**config.mk**
```make
export PLATFORM = sky130hd
export DESIGN_NAME = sigma_clipped_window_average
export DESIGN_NICKNAME = d
export VERILOG_FILES = /design/src/sv/scwa_pkg.sv /design/src/sv/scwa_mem.sv /design/src/sv/scwa_div.sv /design/src/sv/sigma_clipped_window_average.sv
export SDC_FILE = /design/constraint.sdc
export NUM_CORES = 2
export LEC_CHECK = 0
export ABC_AREA = 1
export BUFFER_PORTS_ARGS = -buffer_cell sky130_fd_sc_hd__buf_2
export CORE_MARGIN = 5
export CORE_UTILIZATION = 65
export DETAILED_ROUTE_END_ITERATION = 8
export PLACE_DENSITY = 0.82
export SETUP_SLACK_MARGIN = 0.5
export SKIP_CTS_REPAIR_TIMING = 1
export SYNTH_ARGS = -nofsm -noshare
export SYNTH_HDL_FRONTEND = slang
export SYNTH_SLANG_ARGS = --single-unit
```
**constraint.sdc**
```tcl
create_clock -name clock -period 7.55 [get_ports clock]
set_input_delay 1.1325 -clock clock [delete_from_list [all_inputs] [get_ports clock]]
set_output_delay 1.1325 -clock clock [all_outputs]
set_load 0.01 [all_outputs]
```
**src/sv/scwa_pkg.sv**
```systemverilog
// Package for the sigma-clipped window average block.
// Holds field widths, default constants and the sequencer state type.
// No dependencies.
package scwa_pkg;

   localparam int WINDOW_DEFAULT = 8;
   localparam int SAMPLE_W       = 16;
   localparam int GAIN_W         = 16;
   localparam int GAIN_FRAC      = 12;
   localparam int VELOCITY_W     = 20;
   localparam int KEPT_W         = 7;

   localparam logic [GAIN_W-1:0] GAIN_RESET = 16'd17461;

   typedef enum logic [2:0] {
      ST_IDLE,
      ST_SQUARE_PASS,
      ST_CLIP_PASS,
      ST_DIVIDE,
      ST_SCALE,
      ST_OUTPUT
   } state_type;

endpackage

```
**src/sv/scwa_mem.sv**
```systemverilog
// Single-port-write, single-port-read window store with registered read data.
// Used by the sigma-clipped window average top level; no package dependency.
module scwa_mem #(
   parameter int DEPTH  = 8,
   parameter int ADDR_W = 3,
   parameter int DATA_W = 16
) (
   input  logic              clock,
   input  logic              wr_en,
   input  logic [ADDR_W-1:0] wr_addr,
   input  logic [DATA_W-1:0] wr_data,
   input  logic [ADDR_W-1:0] rd_addr,
   output logic [DATA_W-1:0] rd_data
);

   logic [DATA_W-1:0] store_ff [DEPTH];
   logic [DATA_W-1:0] rd_data_ff;

   always_ff @(posedge clock) begin
      if (wr_en) begin
         store_ff[wr_addr] <= wr_data;
      end
   end

   always_ff @(posedge clock) begin
      rd_data_ff <= store_ff[rd_addr];
   end

   assign rd_data = rd_data_ff;

endmodule

```
**src/sv/scwa_div.sv**
```systemverilog
// Restoring unsigned divider, one quotient bit per cycle.
// Used by the sigma-clipped window average top level; no package dependency.
module scwa_div #(
   parameter int DIVIDEND_W = 19,
   parameter int DIVISOR_W  = 4
) (
   input  logic                  clock,
   input  logic                  reset,
   input  logic                  start,
   input  logic [DIVIDEND_W-1:0] dividend,
   input  logic [DIVISOR_W-1:0]  divisor,
   output logic                  done,
   output logic [DIVIDEND_W-1:0] quotient
);

   localparam int STEP_W = $clog2(DIVIDEND_W + 1);

   logic                  busy_ff, busy_in;
   logic                  done_ff, done_in;
   logic [STEP_W-1:0]     step_ff, step_in;
   logic [DIVIDEND_W-1:0] quo_ff, quo_in;
   logic [DIVISOR_W-1:0]  rem_ff, rem_in;
   logic [DIVISOR_W:0]    rem_shift;
   logic [DIVISOR_W:0]    trial;

   always_comb begin
      rem_shift = {rem_ff, quo_ff[DIVIDEND_W-1]};
      trial     = rem_shift - {1'b0, divisor};
      busy_in   = busy_ff;
      done_in   = 1'b0;
      step_in   = step_ff;
      quo_in    = quo_ff;
      rem_in    = rem_ff;
      if (start) begin
         busy_in = 1'b1;
         step_in = STEP_W'(DIVIDEND_W);
         quo_in  = dividend;
         rem_in  = '0;
      end else if (busy_ff) begin
         step_in = step_ff - 1'b1;
         if (!trial[DIVISOR_W]) begin
            rem_in = trial[DIVISOR_W-1:0];
            quo_in = {quo_ff[DIVIDEND_W-2:0], 1'b1};
         end else begin
            rem_in = rem_shift[DIVISOR_W-1:0];
            quo_in = {quo_ff[DIVIDEND_W-2:0], 1'b0};
         end
         if (step_ff == STEP_W'(1)) begin
            busy_in = 1'b0;
            done_in = 1'b1;
         end
      end
   end

   always_ff @(posedge clock) begin
      if (reset) begin
         busy_ff <= 1'b0;
         done_ff <= 1'b0;
         step_ff <= '0;
      end else begin
         busy_ff <= busy_in;
         done_ff <= done_in;
         step_ff <= step_in;
      end
   end

   always_ff @(posedge clock) begin
      quo_ff <= quo_in;
      rem_ff <= rem_in;
   end

   assign done     = done_ff;
   assign quotient = quo_ff;

endmodule

```
**src/sv/sigma_clipped_window_average.sv**
```systemverilog
// Sigma-clipped window average: top level with sequencer and shared multiplier.
// Depends on scwa_pkg, scwa_mem and scwa_div.
//
// Usage: samples (unsigned Q8.8) arrive on the req_ channel by valid/ready.
// A zero sample is accepted and discarded. Nonzero samples fill a window of
// WINDOW entries, one transaction per cycle while req_ready is high. The
// transaction that fills the window starts the computation and req_ready
// falls until the result has been placed in the output register.
// The computation walks the window twice through one shared multiplier
// (squared deviations, then the one-sigma test), runs a one-bit-per-cycle
// divider for the average and reuses the multiplier for the gain.
// The result waits in the rsp_ output register; the block goes back to
// accepting samples once it has been loaded, so a stalled receiver only
// holds up the next full window. The gain is written through csr_wr_en and
// csr_wr_data only while the block is idle: a rule for the user, which the
// block itself does not enforce. Reset is synchronous: it empties the
// window, restores the default gain and drops rsp_valid.
module sigma_clipped_window_average #(
   parameter int WINDOW = scwa_pkg::WINDOW_DEFAULT
) (
   input  logic                            clock,
   input  logic                            reset,
   input  logic                            req_valid,
   output logic                            req_ready,
   input  logic [scwa_pkg::SAMPLE_W-1:0]   req_sample,
   output logic                            rsp_valid,
   input  logic                            rsp_ready,
   output logic [scwa_pkg::VELOCITY_W-1:0] rsp_velocity,
   output logic [scwa_pkg::KEPT_W-1:0]     rsp_kept_count,
   input  logic                            csr_wr_en,
   input  logic [scwa_pkg::GAIN_W-1:0]     csr_wr_data
);

   localparam int IDX_W = $clog2(WINDOW);
   localparam int CNT_W = $clog2(WINDOW + 1);
   localparam int SUM_W = scwa_pkg::SAMPLE_W + IDX_W;
   localparam int SQ_W  = 2 * SUM_W;
   localparam int TOT_W = SQ_W + IDX_W;
   localparam int SW    = scwa_pkg::SAMPLE_W;

   localparam logic [IDX_W-1:0] LAST_IDX = IDX_W'(WINDOW - 1);
   localparam logic [CNT_W-1:0] WIN_C    = CNT_W'(WINDOW);
   localparam logic [SUM_W-1:0] WIN_S    = SUM_W'(WINDOW);
   localparam logic [TOT_W-1:0] WIN_T    = TOT_W'(WINDOW);

   scwa_pkg::state_type state_ff, state_in;

   logic [scwa_pkg::GAIN_W-1:0] gain_ff;
   logic [IDX_W-1:0]  fill_ff, fill_in;
   logic [SUM_W-1:0]  sum_ff, sum_in;
   logic [CNT_W-1:0]  issue_ff, issue_in;
   logic              rd_valid_ff, v2_ff, v3_ff;
   logic [SUM_W-1:0]  dev_ff, dev_in;
   logic [SW-1:0]     x2_ff, x3_ff;
   logic [SQ_W-1:0]   prod_ff;
   logic [TOT_W-1:0]  total_ff, total_in;
   logic [SUM_W-1:0]  kept_sum_ff, kept_sum_in;
   logic [CNT_W-1:0]  kept_ff, kept_in;
   logic              rsp_valid_ff, rsp_valid_in;
   logic [scwa_pkg::VELOCITY_W-1:0] velocity_ff;
   logic [scwa_pkg::KEPT_W-1:0]     kept_count_ff;

   logic              accept, take, last;
   logic              in_pass, issuing, pass_done, scale_sel, out_load;
   logic              keep;
   logic [SW-1:0]     rd_data;
   logic [SUM_W:0]    diff;
   logic [SUM_W-1:0]  mul_a, mul_b;
   logic [SQ_W-1:0]   mul_p;
   logic              div_start, div_done;
   logic [SUM_W-1:0]  quotient;

   scwa_mem #(
      .DEPTH  (WINDOW),
      .ADDR_W (IDX_W),
      .DATA_W (SW)
   ) u_mem (
      .clock   (clock),
      .wr_en   (take),
      .wr_addr (fill_ff),
      .wr_data (req_sample),
      .rd_addr (issue_ff[IDX_W-1:0]),
      .rd_data (rd_data)
   );

   scwa_div #(
      .DIVIDEND_W (SUM_W),
      .DIVISOR_W  (CNT_W)
   ) u_div (
      .clock    (clock),
      .reset    (reset),
      .start    (div_start),
      .dividend (kept_sum_ff),
      .divisor  (kept_ff),
      .done     (div_done),
      .quotient (quotient)
   );

   // Control decode.
   always_comb begin
      req_ready = 1'b0;
      in_pass   = 1'b0;
      scale_sel = 1'b0;
      out_load  = 1'b0;
      unique case (state_ff)
         scwa_pkg::ST_IDLE: begin
            req_ready = 1'b1;
         end
         scwa_pkg::ST_SQUARE_PASS, scwa_pkg::ST_CLIP_PASS: begin
            in_pass = 1'b1;
         end
         scwa_pkg::ST_DIVIDE: begin
         end
         scwa_pkg::ST_SCALE: begin
            scale_sel = 1'b1;
         end
         scwa_pkg::ST_OUTPUT: begin
            scale_sel = 1'b1;
            out_load  = !rsp_valid_ff || rsp_ready;
         end
         default: begin
         end
      endcase
   end

   assign accept    = req_valid && req_ready;
   assign take      = accept && (req_sample != '0);
   assign last      = take && (fill_ff == LAST_IDX);
   assign issuing   = in_pass && (issue_ff != WIN_C);
   assign pass_done = in_pass && (issue_ff == WIN_C) && !rd_valid_ff && !v2_ff && !v3_ff;
   assign div_start = (state_ff == scwa_pkg::ST_CLIP_PASS) && pass_done;

   // Next state.
   always_comb begin
      state_in = state_ff;
      unique case (state_ff)
         scwa_pkg::ST_IDLE:        if (last) state_in = scwa_pkg::ST_SQUARE_PASS;
         scwa_pkg::ST_SQUARE_PASS: if (pass_done) state_in = scwa_pkg::ST_CLIP_PASS;
         scwa_pkg::ST_CLIP_PASS:   if (pass_done) state_in = scwa_pkg::ST_DIVIDE;
         scwa_pkg::ST_DIVIDE:      if (div_done) state_in = scwa_pkg::ST_SCALE;
         scwa_pkg::ST_SCALE:       state_in = scwa_pkg::ST_OUTPUT;
         scwa_pkg::ST_OUTPUT:      if (out_load) state_in = scwa_pkg::ST_IDLE;
         default:                  state_in = scwa_pkg::ST_IDLE;
      endcase
   end

   // Shared multiplier: squares deviations during the passes, applies the gain at the end.
   always_comb begin
      mul_a = scale_sel ? quotient : dev_ff;
      mul_b = scale_sel ? SUM_W'(gain_ff) : dev_ff;
      mul_p = SQ_W'(mul_a) * SQ_W'(mul_b);
   end

   always_comb begin
      diff   = {1'b0, SUM_W'(rd_data) * WIN_S} - {1'b0, sum_ff};
      dev_in = diff[SUM_W] ? SUM_W'(-diff) : diff[SUM_W-1:0];
      keep   = (TOT_W'(prod_ff) * WIN_T) <= total_ff;
   end

   always_comb begin
      fill_in = fill_ff;
      sum_in  = sum_ff;
      if (take) begin
         fill_in = last ? '0 : fill_ff + 1'b1;
         sum_in  = sum_ff + SUM_W'(req_sample);
      end else if (div_start) begin
         sum_in = '0;
      end

      issue_in = issue_ff;
      if (pass_done) begin
         issue_in = '0;
      end else if (issuing) begin
         issue_in = issue_ff + 1'b1;
      end

      total_in = total_ff;
      if (last) begin
         total_in = '0;
      end else if ((state_ff == scwa_pkg::ST_SQUARE_PASS) && v3_ff) begin
         total_in = total_ff + TOT_W'(prod_ff);
      end

      kept_sum_in = kept_sum_ff;
      kept_in     = kept_ff;
      if ((state_ff == scwa_pkg::ST_SQUARE_PASS) && pass_done) begin
         kept_sum_in = '0;
         kept_in     = '0;
      end else if ((state_ff == scwa_pkg::ST_CLIP_PASS) && v3_ff && keep) begin
         kept_sum_in = kept_sum_ff + SUM_W'(x3_ff);
         kept_in     = kept_ff + 1'b1;
      end

      rsp_valid_in = rsp_valid_ff;
      if (out_load) begin
         rsp_valid_in = 1'b1;
      end else if (rsp_ready) begin
         rsp_valid_in = 1'b0;
      end
   end

   always_ff @(posedge clock) begin
      if (reset) begin
         state_ff     <= scwa_pkg::ST_IDLE;
         gain_ff      <= scwa_pkg::GAIN_RESET;
         fill_ff      <= '0;
         sum_ff       <= '0;
         issue_ff     <= '0;
         rd_valid_ff  <= 1'b0;
         v2_ff        <= 1'b0;
         v3_ff        <= 1'b0;
         rsp_valid_ff <= 1'b0;
      end else begin
         state_ff     <= state_in;
         if (csr_wr_en) begin
            gain_ff <= csr_wr_data;
         end
         fill_ff      <= fill_in;
         sum_ff       <= sum_in;
         issue_ff     <= issue_in;
         rd_valid_ff  <= issuing;
         v2_ff        <= rd_valid_ff;
         v3_ff        <= v2_ff;
         rsp_valid_ff <= rsp_valid_in;
      end
   end

   always_ff @(posedge clock) begin
      dev_ff      <= dev_in;
      x2_ff       <= rd_data;
      x3_ff       <= x2_ff;
      prod_ff     <= mul_p;
      total_ff    <= total_in;
      kept_sum_ff <= kept_sum_in;
      kept_ff     <= kept_in;
      if (out_load) begin
         velocity_ff   <= prod_ff[scwa_pkg::GAIN_FRAC +: scwa_pkg::VELOCITY_W];
         kept_count_ff <= scwa_pkg::KEPT_W'(kept_ff);
      end
   end

   assign rsp_valid      = rsp_valid_ff;
   assign rsp_velocity   = velocity_ff;
   assign rsp_kept_count = kept_count_ff;

endmodule

```
==> metrics <==
Seq/Total Area, Yosys roughly 30%; initial drt markers between 2000 and 2500; die width ~230 um; Core Region roughly 0.05 mm2; I/O pins between 60 and 70; max-slew violation count 0; Synth Area per Inst around 8 um2; DP Wirelength 68.8 mm; remaining global-route overflow 0; Layout Skew ~33 ps; Final Instance Area 0.0354 mm2; H-tree depth 2; Initial Utilization between 60% and 70%; clock-pin slew on the worst setup and hold paths roughly 60 ps; DR WL/cell 17.8 um; FF+latch area a little under 0.01 mm2; ANT cells 0; Fmax ~150 MHz; Synth async-reset ratio 0%; final worst path period share 88.6%; RSZ-0062 raised after global routing yes; Pre-Repair DR Iteration Count 8; Multi-input gate area 0.0197 mm2; Netlist Area Pre-Place 0.0325 mm2; # rows 82; vias approximately 27000; Slew HR roughly a quarter; vias in the first global route 26900; Tightest Pin Transition between 1000 and 1500 ps; Layout fillers 4027; maxcap violations 0; number of synthesized register bits 400; final cell count without fillers 4890; Top FF cell, synth dfxtp_1; CP Max Fanout 42; crit path DAT between 7000 and 8000 ps; CP startpoint kind flip-flop; largest net degree at the start of global routing 55; Placed Cells 4800; die area between 0.05 and 0.06 mm2; CP required approximately 8000 ps; first-pass GRT wire length between 100 and 150 mm; Hold Crit Class flip-flop to flip-flop; Post-Synthesis Cells 4100; post-synth cell types 46; Routed WL between 80 and 90 mm; min Tclk post-route around 6700 ps; share of post-route cells with drive strength above 1 under 10%; fin nets 4770; CTS tree built; die extent in y 234 um; outcome finished clean; TritonCTS Sinks 400; Final Setup Violations 0; CP endpoint kind flip-flop; number of vias per cell approximately 5.6; Yosys warnings 0; Post-synth EDFFs 171; Longest Clk Path Bufs 3; final hold violations 0; Antenna Nets Post-Route 0; Post-route DRC 0; Placer Congestion between 1 and 1.5; Synth-to-Final Area Change 8.81%; gr usage total between 30 and 40%; initial antenna violation count 1; Buffers on Ports 62; critical path class flip-flop to flip-flop; Inserted Clock Buffers 44; Clock Root Buffer clkbuf_16; Clk Latency, worst-skew pair 590 ps; Post-DP Area approximately 0.034 mm2; Setup TNS 0 ps
critical path: stages (launching register included):
cell and delay [ps]:
dfxtp_1 350, inv_1 110, nor2_4 210, inv_8 140, nand2_1 110, o21ai_1 90, buf_4 230, nor2_1 330
fa_1 480, fa_1 510, inv_1 50, fa_1 480, inv_1 60, fa_1 490, fa_1 550, inv_1 60
fa_1 510, inv_1 60, ha_1 330, a21oi_1 230, a21boi_0 280, nand3_1 190, a21oi_1 300, or2_2 170
nand2_1 60, xor2_1 150
state kept, by name, summed over array words and instances, names as in the netlist, 3 cells and up:
| register | flops |
|---|---|
| u_mem.store_ff | 128 |
| sum_ff | 19 |
| total_ff | 41 |
| rsp_velocity | 20 |
| gain_ff | 16 |
| rsp_kept_count | 4 |
| x2_ff | 16 |
| dev_ff | 19 |
| fill_ff | 3 |
| issue_ff | 4 |
| u_div.rem_ff | 4 |
| prod_ff | 38 |
| u_div.quotient | 19 |
| kept_ff | 4 |
| kept_sum_ff | 19 |
| state_ff | 3 |
| x3_ff | 16 |
| u_div.step_ff | 5 |
| u_mem.rd_data | 16 |
placed cells by master (no fill, tap or decap), drive strengths merged, types with 48 or more instances in the layout:
cell / count
inv: 747
xor2: 48
nor2: 559
clkbuf: 58
dfxtp: 229
nand3: 162
buf: 123
ha: 259
a21oi: 231
edfxtp: 171
o21ai: 232
nand2: 853
fa: 291
routing by layer:
| layer | wire length (um) | GRT usage, % | vias to the layer above |
|---|---|---|---|
| li1 | - | - | 13100 |
| met1 | 33800 | 40.0 | 12700 |
| met2 | 41500 | 55.1 | 1113 |
| met3 | 6280 | 4.17 | 276 |
| met4 | 5760 | 17.4 | 2 |
| met5 | 14 | 0 | - |
cell usage after synthesis (14+ instances only):
cell | count | share of area [%]
nand2_1 | 851 | 9.8
inv_1 | 737 | 8.5
nor2_1 | 555 | 6.4
fa_1 | 291 | 18
ha_1 | 259 | 10
dfxtp_1 | 229 | 14
a21oi_1 | 227 | 3.5
o21ai_0 | 208 | 3.2
edfxtp_1 | 171 | 16
nand3_1 | 161 | 2.5
clkbuf_1 | 62 | 0.72
xor2_1 | 48 | 1.3
xnor2_1 | 33 | 0.89
nand4_1 | 27 | 0.52
nor3_1 | 26 | 0.40
a31oi_1 | 22 | 0.42
o211ai_1 | 20 | 0.46
o22ai_1 | 19 | 0.37
o21bai_1 | 18 | 0.42
o21ai_2 | 16 | 0.43
buf_2 | 15 | 0.23
a21o_1 | 14 | 0.32
per-stage QoR:
step	setup WS, ps	hold WS [ps]	util (%)
after floorplan	1360	310	-
after global placement	370	311	67.6
after detailed placement	348	312	67.6
after CTS	330	324	70.7
after global routing	493	331	70.9
final	861	326	70.9
cell families after synthesis:
family	Yosys count	share of synthesized area, %
xor gates and xnor gates	81	2.18
DFF	400	29.9
AOI/OAI and AO/OA	578	9.88
and+or+nand+nor	1650	20.3
buffers and inverters	840	9.87
adders and majority gates	550	27.9
other	1	0.0115
final timing paths:
kind | cells past startpoint | from | slack (ps) | to
max | 25 | state_ff[2] | 860 | prod_ff[33]
min reg2reg | 0 | x2_ff[15] | 330 | x3_ff[15]
min | 0 | x2_ff[15] | 330 | x3_ff[15]
max reg2reg | 25 | state_ff[2] | 860 | prod_ff[33]
final cells by class:
| cell class | instances | area share (%) |
|---|---|---|
| sequential | 400 | 27.5 |
| inverter | 751 | 8.05 |
| clock buffer | 58 | 3.58 |
| timing repair buffer | 123 | 2.17 |
| tap | 672 | 2.38 |
| clock inverter | 23 | 0.775 |
| multi-input combinational | 2863 | 55.6 |
Power is left out: the tool's default activity adds up to more than one toggle a clock period on the data nets, which glitch-free logic cannot reach.
